[src/sv/twd_pkg.sv]
package twd_pkg;

  localparam int MAX_HITS_DEFAULT = 256;

  localparam int CODE_W  = 4;
  localparam int KIND_W  = 3;
  localparam int TICKS_W = 48;
  localparam int CFG_IDX_W = 3;

  // result kinds
  localparam logic [KIND_W-1:0] KIND_NONE       = 3'd0;
  localparam logic [KIND_W-1:0] KIND_BAD_HEADER = 3'd1;
  localparam logic [KIND_W-1:0] KIND_HIT        = 3'd2;
  localparam logic [KIND_W-1:0] KIND_HIT_DROP   = 3'd3;
  localparam logic [KIND_W-1:0] KIND_TRIG_NUM   = 3'd4;
  localparam logic [KIND_W-1:0] KIND_TRIG_TIME  = 3'd5;

  // configuration register indexes
  localparam logic [CFG_IDX_W-1:0] REG_CODE_EVENT_HEADER = 3'd0;
  localparam logic [CFG_IDX_W-1:0] REG_CODE_TRIGGER_TIME = 3'd1;
  localparam logic [CFG_IDX_W-1:0] REG_CODE_DEVICE_ID    = 3'd2;
  localparam logic [CFG_IDX_W-1:0] REG_CODE_TDC_HIT      = 3'd3;

  localparam logic [CODE_W-1:0] RESET_CODE_EVENT_HEADER = 4'd2;
  localparam logic [CODE_W-1:0] RESET_CODE_TRIGGER_TIME = 4'd3;
  localparam logic [CODE_W-1:0] RESET_CODE_DEVICE_ID    = 4'd7;
  localparam logic [CODE_W-1:0] RESET_CODE_TDC_HIT      = 4'd8;

  typedef struct packed {
    logic [CODE_W-1:0] event_header;
    logic [CODE_W-1:0] trigger_time;
    logic [CODE_W-1:0] device_id;
    logic [CODE_W-1:0] tdc_hit;
  } codes_t;

  typedef struct packed {
    logic [CODE_W-1:0]  current_type;
    logic               type_known;
    logic [1:0]         cont_idx;
    logic [TICKS_W-1:0] ticks;
    logic [4:0]         fiber;
    logic [4:0]         slot;
    logic               event_valid;
  } dec_state_t;

  typedef struct packed {
    logic [KIND_W-1:0]  kind;
    logic [7:0]         hit_channel;
    logic               hit_edge;
    logic [4:0]         hit_fiber;
    logic [4:0]         hit_slot;
    logic [14:0]        hit_time;
    logic [8:0]         hit_index;
    logic [21:0]        trigger_number;
    logic [TICKS_W-1:0] trigger_ticks;
  } result_t;

endpackage

[src/sv/twd_decode.sv]
module twd_decode #(
  parameter int MAX_HITS = twd_pkg::MAX_HITS_DEFAULT,
  localparam int CNT_W = $clog2(MAX_HITS + 1)
) (
  input  logic [31:0]         word,
  input  logic                first_word,
  input  twd_pkg::codes_t     codes,
  input  twd_pkg::dec_state_t state,
  input  logic [CNT_W-1:0]    hits,
  output twd_pkg::dec_state_t state_next,
  output logic [CNT_W-1:0]    hits_next,
  output twd_pkg::result_t    result
);
  import twd_pkg::*;

  logic [CODE_W-1:0] code;
  logic              typed;
  logic [CNT_W+8:0]  hits_wide;

  assign code      = word[30:27];
  assign typed     = word[31];
  assign hits_wide = {9'd0, hits};

  always_comb begin
    state_next = state;
    hits_next  = hits;
    result     = '0;
    result.kind = KIND_NONE;

    if (first_word) begin
      state_next.current_type = '0;
      state_next.type_known   = 1'b0;
      state_next.cont_idx     = 2'd0;
      state_next.ticks        = '0;
      hits_next               = '0;
      if (typed && code == codes.event_header) begin
        state_next.event_valid = 1'b1;
        state_next.slot        = word[26:22];
      end else begin
        state_next.event_valid = 1'b0;
        result.kind            = KIND_BAD_HEADER;
      end
    end else if (state.event_valid) begin
      if (typed) begin
        state_next.current_type = code;
        state_next.type_known   = 1'b1;
        state_next.cont_idx     = 2'd0;
      end else if (state.cont_idx < 2'd2) begin
        state_next.cont_idx = state.cont_idx + 2'd1;
      end

      if (state_next.type_known) begin
        // first match wins when codes overlap
        if (state_next.current_type == codes.event_header) begin
          result.kind           = KIND_TRIG_NUM;
          result.trigger_number = word[21:0];
        end else if (state_next.current_type == codes.trigger_time) begin
          if (state_next.cont_idx == 2'd0) begin
            state_next.ticks = {24'd0, word[23:0]};
          end else if (state_next.cont_idx == 2'd1) begin
            state_next.ticks = state.ticks | {word[23:0], 24'd0};
          end
          result.kind          = KIND_TRIG_TIME;
          result.trigger_ticks = state_next.ticks;
        end else if (state_next.current_type == codes.device_id) begin
          state_next.fiber = word[26:22];
        end else if (state_next.current_type == codes.tdc_hit) begin
          result.hit_channel = word[23:16];
          result.hit_edge    = word[26];
          result.hit_fiber   = state.fiber;
          result.hit_slot    = state.slot;
          result.hit_time    = word[14:0];
          result.hit_index   = hits_wide[8:0];
          if (hits < CNT_W'(MAX_HITS)) begin
            result.kind = KIND_HIT;
            hits_next   = hits + CNT_W'(1);
          end else begin
            result.kind = KIND_HIT_DROP;
          end
        end
      end
    end
  end

endmodule

[src/sv/tagged_word_tdc_decoder.sv]
// channel  handshake            payload
// in       in_valid/in_ready    word, first_word
// out      out_valid/out_ready  kind, hit_*, trigger_number, trigger_ticks
// cfg      cfg_we               cfg_index, cfg_data (4-bit type codes)
//
// one beat in per cycle unless the out side stalls: decode is a single pass
// from the input word and the event state into the result register
// in_ready stays high while the result register is empty or being taken
// rst is synchronous and restores default codes and clears the event state
// a stalled out beat holds the result and blocks only new input
module tagged_word_tdc_decoder #(
  parameter int MAX_HITS = twd_pkg::MAX_HITS_DEFAULT
) (
  input  logic                            clk,
  input  logic                            rst,
  input  logic                            in_valid,
  output logic                            in_ready,
  input  logic [31:0]                     word,
  input  logic                            first_word,
  output logic                            out_valid,
  input  logic                            out_ready,
  output logic [twd_pkg::KIND_W-1:0]      kind,
  output logic [7:0]                      hit_channel,
  output logic                            hit_edge,
  output logic [4:0]                      hit_fiber,
  output logic [4:0]                      hit_slot,
  output logic [14:0]                     hit_time,
  output logic [8:0]                      hit_index,
  output logic [21:0]                     trigger_number,
  output logic [twd_pkg::TICKS_W-1:0]     trigger_ticks,
  input  logic                            cfg_we,
  input  logic [twd_pkg::CFG_IDX_W-1:0]   cfg_index,
  input  logic [twd_pkg::CODE_W-1:0]      cfg_data
);
  import twd_pkg::*;

  localparam int CNT_W = $clog2(MAX_HITS + 1);

  codes_t            codes;
  dec_state_t        state;
  dec_state_t        state_next;
  logic [CNT_W-1:0]  hits;
  logic [CNT_W-1:0]  hits_next;
  result_t           res_next;
  result_t           res;
  logic              accept;

  assign in_ready = !out_valid || out_ready;
  assign accept   = in_valid && in_ready;

  twd_decode #(
    .MAX_HITS(MAX_HITS)
  ) u_decode (
    .word       (word),
    .first_word (first_word),
    .codes      (codes),
    .state      (state),
    .hits       (hits),
    .state_next (state_next),
    .hits_next  (hits_next),
    .result     (res_next)
  );

  always_ff @(posedge clk) begin
    if (rst) begin
      codes.event_header <= RESET_CODE_EVENT_HEADER;
      codes.trigger_time <= RESET_CODE_TRIGGER_TIME;
      codes.device_id    <= RESET_CODE_DEVICE_ID;
      codes.tdc_hit      <= RESET_CODE_TDC_HIT;
    end else if (cfg_we) begin
      case (cfg_index)
        REG_CODE_EVENT_HEADER: codes.event_header <= cfg_data;
        REG_CODE_TRIGGER_TIME: codes.trigger_time <= cfg_data;
        REG_CODE_DEVICE_ID:    codes.device_id    <= cfg_data;
        REG_CODE_TDC_HIT:      codes.tdc_hit      <= cfg_data;
        default: ;
      endcase
    end
  end

  always_ff @(posedge clk) begin
    if (rst) begin
      state     <= '0;
      hits      <= '0;
      out_valid <= 1'b0;
    end else begin
      if (accept) begin
        state     <= state_next;
        hits      <= hits_next;
        out_valid <= 1'b1;
      end else if (out_ready) begin
        out_valid <= 1'b0;
      end
    end
  end

  // result payload, no reset needed
  always_ff @(posedge clk) begin
    if (accept) begin
      res <= res_next;
    end
  end

  assign kind           = res.kind;
  assign hit_channel    = res.hit_channel;
  assign hit_edge       = res.hit_edge;
  assign hit_fiber      = res.hit_fiber;
  assign hit_slot       = res.hit_slot;
  assign hit_time       = res.hit_time;
  assign hit_index      = res.hit_index;
  assign trigger_number = res.trigger_number;
  assign trigger_ticks  = res.trigger_ticks;

  a_accept_gives_result: assert property (@(posedge clk) disable iff (rst)
    accept |=> out_valid)
    else $error("accepted beat produced no result");

  a_first_clears_hits: assert property (@(posedge clk) disable iff (rst)
    accept && first_word |=> hits == '0)
    else $error("hit count not cleared on first word");

  a_hits_bounded: assert property (@(posedge clk) disable iff (rst)
    hits <= CNT_W'(MAX_HITS))
    else $error("hit count beyond capacity");

  a_quiet_fields_zero: assert property (@(posedge clk) disable iff (rst)
    out_valid && (kind == KIND_NONE || kind == KIND_BAD_HEADER)
      |-> trigger_ticks == '0 && trigger_number == '0 && hit_index == '0)
    else $error("unused fields not zero");

  a_hit_counts_up: assert property (@(posedge clk) disable iff (rst)
    accept && res_next.kind == KIND_HIT |=> hits == $past(hits) + CNT_W'(1))
    else $error("hit did not advance count");

endmodule

[config.mk]
export PLATFORM = sky130hd
export DESIGN_NAME = tagged_word_tdc_decoder
export DESIGN_NICKNAME = d
export VERILOG_FILES = /design/src/sv/twd_pkg.sv /design/src/sv/twd_decode.sv /design/src/sv/tagged_word_tdc_decoder.sv
export SDC_FILE = /design/constraint.sdc
export NUM_CORES = 1
export LEC_CHECK = 0
export BUFFER_PORTS_ARGS = -buffer_cell sky130_fd_sc_hd__buf_2
export CAP_MARGIN = 15
export CORE_ASPECT_RATIO = 0.7
export CORE_MARGIN = 1
export CORE_UTILIZATION = 50
export CTS_CLUSTER_DIAMETER = 30
export DETAILED_ROUTE_END_ITERATION = 12
export PLACE_DENSITY = 0.77
export SKIP_CTS_REPAIR_TIMING = 1
export SYNTH_ARGS = -nofsm -noshare
export SYNTH_HDL_FRONTEND = slang
export SYNTH_SLANG_ARGS = --single-unit
[constraint.sdc]
create_clock -name clk -period 10.2 [get_ports clk]
set_clock_uncertainty 0.2 [all_clocks]
set_input_delay 2.04 -clock clk [delete_from_list [all_inputs] [get_ports clk]]
set_output_delay 2.04 -clock clk [all_outputs]
set_load 0.01 [all_outputs]
After elaboration in Yosys (flattened, before gate mapping)

Cells that the tools add are included.

Memory bits (read-only): 0
Logic and storage cells: 111
Output and inout bits: 118
Memory bits (writable): 0
Bits in latches: 0
Memories: 0
Register bits: 208

Reduce and logical (&&, ||, !) cells: 25
$mul: 0
$lt $le $gt $ge: 2
Divide/modulo/power cells: 0
Shifts and indexed selects: 0
Eq/ne operators: 12
$add $sub $neg: 2
Bitwise logic cells: 7
Multiplexer cells: 41

Operator list:

| operator                                                               | number |
|---|---|
| 48-bit two-way mux                                                     | 5 |
| 116-bit two-way mux                                                    | 2 |
| 53-bit two-way mux                                                     | 2 |
| 43-bit two-way mux                                                     | 2 |
| 9-bit two-way mux                                                      | 8 |
| 60-bit two-way mux                                                     | 1 |
| 55-bit two-way mux                                                     | 1 |
| 48-bit bitwise OR                                                      | 1 |
| 46-bit two-way mux                                                     | 1 |
| 45-bit two-way mux                                                     | 1 |
| 5-bit two-way mux                                                      | 5 |
| 22-bit two-way mux                                                     | 1 |
| 4-bit equality test                                                    | 5 |
| 2-bit AND reduction                                                    | 6 |
| 2-bit nonzero test                                                     | 6 |
| 9-bit by 1-bit adder with 9-bit output (second input constant)         | 1 |
| 9-bit < comparator (second input constant)                             | 1 |
| 3-bit two-way mux                                                      | 3 |
| 2-bit two-way mux                                                      | 4 |
| 8-bit AND reduction                                                    | 1 |
| 7-bit AND reduction                                                    | 1 |
| 7-bit OR reduction                                                     | 1 |
| 3-bit by 2-bit equality test with 1-bit output (second input constant) | 2 |
| 2-bit inequality test (second input constant)                          | 3 |
| 15 further kinds                                                       | 25 |

Logic depth before layout (Yosys ltp)

Depth after elaboration: 13
Mapped depth: 10

By module

A second synthesis with hierarchy kept.

Cells, all modules: 944
Area total of the unflattened synthesis: 9765.6 um2

Modules (own cells, without submodules):

| module                  | cells an instance | times used | area each (um2) | sequential area each (um2) |
|---|---|---|---|---|
| tagged_word_tdc_decoder | 524               | 1          | 7332.0          | 5325.1 |
| twd_decode              | 420               | 1          | 2433.6          | 0.0 |

Worst setup path before layout

Ideal clock, no wire load.

Kind: input-to-reg
Start point: in out_ready
End point: reg, netlist name state[29]
Arrival: 9.420 ns
Path buffers: 1
Required time: 9.883 ns
Setup slack: 0.463 ns
Stages: 6
Cells stage by stage: nor2b_1 -> nor2_1 -> nand2_1 -> o31a_1 -> buf_2 -> a22o_1

Longest elaborated chain between the ends: 3

Ends and longest elaborated chain:

| what                          | RTL line                      | RTL |
|---|---|---|
| from (decl)                   | tagged_word_tdc_decoder.sv:21 | `input logic out_ready,` |
| 1-bit logical OR              | tagged_word_tdc_decoder.sv:48 | `assign in_ready = !out_valid \|\| out_ready;` |
| 1-bit logical AND             | tagged_word_tdc_decoder.sv:49 | `assign accept = in_valid && in_ready;` |
| net accept                    | tagged_word_tdc_decoder.sv:46 | `logic accept;` |
| 5-bit AND reduction (no line) | -                             |  |

The timed path passes the listed nets, and every way through them passes these cells.
A chain may end at the register's enable or synchronous reset.

Worst setup path after layout

Start point: in word[31]
End point: reg, netlist name state[14]

Longest elaborated chain between the ends: 11

Ends and longest elaborated chain:

| what                                           | RTL line                      | RTL |
|---|---|---|
| from (decl)                                    | tagged_word_tdc_decoder.sv:18 | `input logic [31:0] word,` |
| 2-bit two-way mux                              | twd_decode.sv:44              | `if (typed) begin` |
| 2-bit two-way mux                              | twd_decode.sv:43              | `end else if (state.event_valid) begin` |
| 2-bit two-way mux                              | twd_decode.sv:30              | `if (first_word) begin` |
| 2-bit by 1-bit equality test with 1-bit output | twd_decode.sv:60              | `end else if (state_next.cont_idx == 2'd1) begin` |
| 48-bit two-way mux                             | twd_decode.sv:60              |  |
| 48-bit two-way mux                             | twd_decode.sv:58              | `if (state_next.cont_idx == 2'd0) begin` |
| 48-bit two-way mux                             | twd_decode.sv:57              | `end else if (state_next.current_type == codes.trigger_time) begin` |
| 53-bit two-way mux                             | twd_decode.sv:54              | `if (state_next.current_type == codes.event_header) begin` |
| 53-bit two-way mux                             | twd_decode.sv:52              | `if (state_next.type_known) begin` |
| 60-bit two-way mux                             | twd_decode.sv:43              |  |
| 55-bit two-way mux                             | twd_decode.sv:30              |  |

Several ways; a longest one is shown, not always the timed one. The select of a mux whose other input is x is not followed.

==> load_flow_metrics.sql <==
INSERT INTO impl_metrics (metric_group, metric, value, unit) VALUES
('drt', 'routed-via-count', '6203', ''),
('sta', 'relSlewSlack', '0.261', ''),
('run', 'cap_violations', '0', ''),
('final_layout', 'final_design_area_no_fill', '10600', 'µm²'),
('worst_hold_path', 'hold_path_class', 'flip-flop to flip-flop', ''),
('global_route', 'all_layer_global_routing_usage', '0.233', ''),
('power_and_ir_drop', 'vdd.ir_drop.worst', '0.144', 'mV'),
('final_layout', 'multi_input_logic_area', '2860', 'µm²'),
('final_layout', 'antennaDiodeCount', '0', ''),
('worst_setup_path', 'timing.critical_path.slowest_stage_cell', 'o31a_2', ''),
('worst_setup_path', 'critPathCaptureType', 'flip-flop', ''),
('place', 'placedInstanceArea', '9380', 'µm²'),
('place', 'place.port_buffers', '162', ''),
('place', 'hpwlAfterDp', '12300', 'µm'),
('yosys', 'post_syn_area_per_cell', '11.5', 'µm²'),
('drt', 'final_antenna_net_count', '0', ''),
('yosys', 'number_of_flops_mapped_to_enable_cells_by_yosys', '116', ''),
('yosys', 'postSynthRegisterBits', '208', ''),
('clocking', 'worst_skew_pair.late_latency', '0.49', 'ns'),
('sta', 'finalCriticalPeriod', '5.19', 'ns'),
('final_layout', 'layout.cells.most_common', 'buf_2', ''),
('sta', 'setup_viol_count_final', '0', ''),
('final_layout', 'instances_no_fill', '1144', ''),
('worst_setup_path', 'timing_worst_setup_path_type', 'primary input to flip-flop', ''),
('global_route', 'grt_start_max_net_pins', '85', ''),
('drt', 'routed_wire_length_per_instance', '17.4', 'µm'),
('global_route', 'antenna_found_initial', '0', ''),
('yosys', 'net_count_synth', '773', ''),
('drt', 'dr.pass1.iters', '5', ''),
('yosys', 'async_reset_ff_frac', '0', ''),
('yosys', 'synthFlopType', 'edfxtp_1', ''),
('drt', 'post_drt_via_cell_ratio', '5.42', ''),
('sta', 'hold_viol', '0', ''),
('worst_setup_path', 'critPathRequiredTime', '10.42', 'ns'),
('worst_setup_path', 'critical_path.startpoint_type', 'primary input', ''),
('final_layout', 'flip_flop_and_latch_area', '5330', 'µm²'),
('final_layout', 'syn2layout_area_growth', '26.6', '%'),
('power_and_ir_drop', 'p_leak', '4.24', 'nW'),
('power_and_ir_drop', 'power.density_cell_area', '209', 'nW/µm²'),
('floorplanning', 'core_area', '16300', 'µm²'),
('floorplanning', 'standard_cell_row_count', '39', ''),
('yosys', 'synthDistinctLibCells', '52', ''),
('drt', 'drt_iter0_drc', '435', ''),
('clocking', 'cts_made_buffers', '35', ''),
('floorplanning', 'top_level_ports', '163', ''),
('clocking', 'cts-htree-levels', '2', ''),
('final_layout', 'layout-drive-gt1-share', '0.271', ''),
('drt', 'routed_wirelength', '19900', 'µm'),
('floorplanning', 'design.die.area', '17300', 'µm²'),
('worst_setup_path', 'max_stage_delay', '0.89', 'ns'),
('final_layout', 'fillCellCount', '1220', ''),
('global_route', 'grt_pass1_wl', '30800', 'µm'),
('worst_setup_path', 'timing.critical_path.cells', 'buf_2, mux2i_1, xnor2_1, or4_4, a21oi_4, o31a_2, a22o_1', ''),
('sta', 'max_freq', '193', 'MHz'),
('sta', 'timing.setup.tns', '0', 'ns'),
('worst_setup_path', 'worst_ep_arrival_time', '5.41', 'ns'),
('clocking', 'clock_pin_slew_on_the_worst_setup_and_hold_paths', '0.05', 'ns'),
('sta', 'maxSlewViolCount', '0', ''),
('clocking', 'numClockSinks', '208', ''),
('worst_setup_path', 'worst-path-max-fanout', '48', ''),
('yosys', 'synth_seq_area_share', '0.636', ''),
('global_route', 'grt.overflow.total', '0', ''),
('floorplanning', 'die-width', '157', 'µm'),
('sta', 'timing.final.crit_share', '0.509', ''),
('sta', 'grt_setup_unrepaired', 'false', ''),
('outcome', 'result_of_the_run', 'complete, no violations', ''),
('final_layout', 'design.final.nets', '939', ''),
('yosys', 'post_synth_inst_count', '726', ''),
('sta', 'max_slew.worst_pin.slew', '1.11', 'ns'),
('clocking', 'clock_tree_buf_depth', '3', ''),
('floorplanning', 'initial_utilization', '0.512', ''),
('final_layout', 'most-common-layout-cells', 'buf_2 (162), edfxtp_1 (116), nand2_1 (96), dfxtp_1 (92), a21oi_1 (56)', ''),
('clocking', 'tritoncts', 'yes', ''),
('drt', 'drt_drc_violations_left', '0', ''),
('global_route', 'via_count_of_the_first_global_routing_pass', '5766', ''),
('yosys', 'ys_warn_count', '0', ''),
('floorplanning', 'chipHeight', '110', 'µm'),
('clocking', 'root_buffer', 'clkbuf_16', ''),
('place', 'gp_congestion', '0.873', ''),
('yosys', 'synth_area', '8370', 'µm²'),
('place', 'dp_cells', '1079', '');
worst max-delay path, delay by kind of cell:
family | cells | cell delay, ns
xor+xnor | 1 | 0.23
simple gates | 1 | 0.50
mux | 1 | 0.55
compound gates | 3 | 1.73
buf+inv | 1 | 0.32
stage by stage:
step	util	setup WS [ns]	total power [mW]	hold slack [ns]
2_1_floorplan	-	0.463	1.00	0.236
3_3_place_gp	0.574	4.65	1.05	0.247
3_5_place_dp	0.574	4.57	1.05	0.247
4_1_cts	0.648	5.03	2.23	0.253
5_1_grt	0.649	4.83	2.29	0.278
6_report	0.649	5.01	2.22	0.253
metal layers:
| metal | up-vias | share of wire | track usage |
|---|---|---|---|
| met5 | - | 0 | 0 |
| met4 | 0 | 0.010 | 0.0497 |
| met3 | 24 | 0.090 | 0.0665 |
| met2 | 271 | 0.43 | 0.350 |
| met1 | 2971 | 0.47 | 0.336 |
| li1 | 2937 | - | - |
synthesized netlist by cell type, types with 4 or more instances:
master	instances	share of area
nand3_1	9	0.0054
and2_1	43	0.032
xor2_1	5	0.0052
a22o_1	24	0.025
o21ai_0	4	0.0024
a21oi_1	57	0.034
and3_1	24	0.018
edfxtp_1	116	0.42
dfxtp_1	92	0.22
nor2_1	54	0.024
nand4_1	5	0.0037
clkbuf_1	34	0.015
xnor2_1	15	0.016
nand2b_1	4	0.0030
o21a_1	25	0.022
nand2_1	96	0.043
nor3_1	27	0.016
mux2i_1	29	0.035
inv_1	8	0.0036
kinds of logic (layout without fill, tap and decap cells):
logic type / after synthesis / count (layout) / share of synthesized area
mux: 32 / 32 / 0.0396
xor+xnor: 20 / 20 / 0.0209
compound gates: 127 / 127 / 0.101
fa+ha+maj: 2 / 2 / 0.00299
flops: 208 / 208 / 0.636
simple gates: 285 / 285 / 0.172
buf+inv: 52 / 245 / 0.0269
cell type report:
class / count / share of cell area
Sequential cell: 208 / 0.502
Multi-Input combinational cell: 466 / 0.270
Clock buffer: 40 / 0.0883
Timing Repair Buffer: 172 / 0.0843
Tap cell: 225 / 0.0266
Clock inverter: 24 / 0.0257
Inverter: 9 / 0.00319
state kept, by name, indices dropped and copies added, names as in the netlist:
name and cells:
hit_slot 5, kind 3, trigger_ticks 48, out_valid 1
hit_time 15, state 66, hit_index 9, hit_edge 1
hit_fiber 5, hit_channel 8, hits 9, codes 16
trigger_number 22
report_power, final:
part           internal (mW)  leakage (nW)  switching [mW]
clock network          0.770         0.572           0.412
logic                 0.0376          1.75          0.0828
registers              0.909          1.92         0.00841
total                   1.72          4.24           0.503
worst paths after layout:
kind         cells past startpoint  startpoint  slack (ns)   endpoint
max                              7    word[31]        5.01  state[14]
min                              2   state[62]        0.25  state[62]
max reg2reg                      5   out_valid        6.35  state[13]
min reg2reg                      2   state[62]        0.25  state[62]
(Power assumes the default switching activity.)
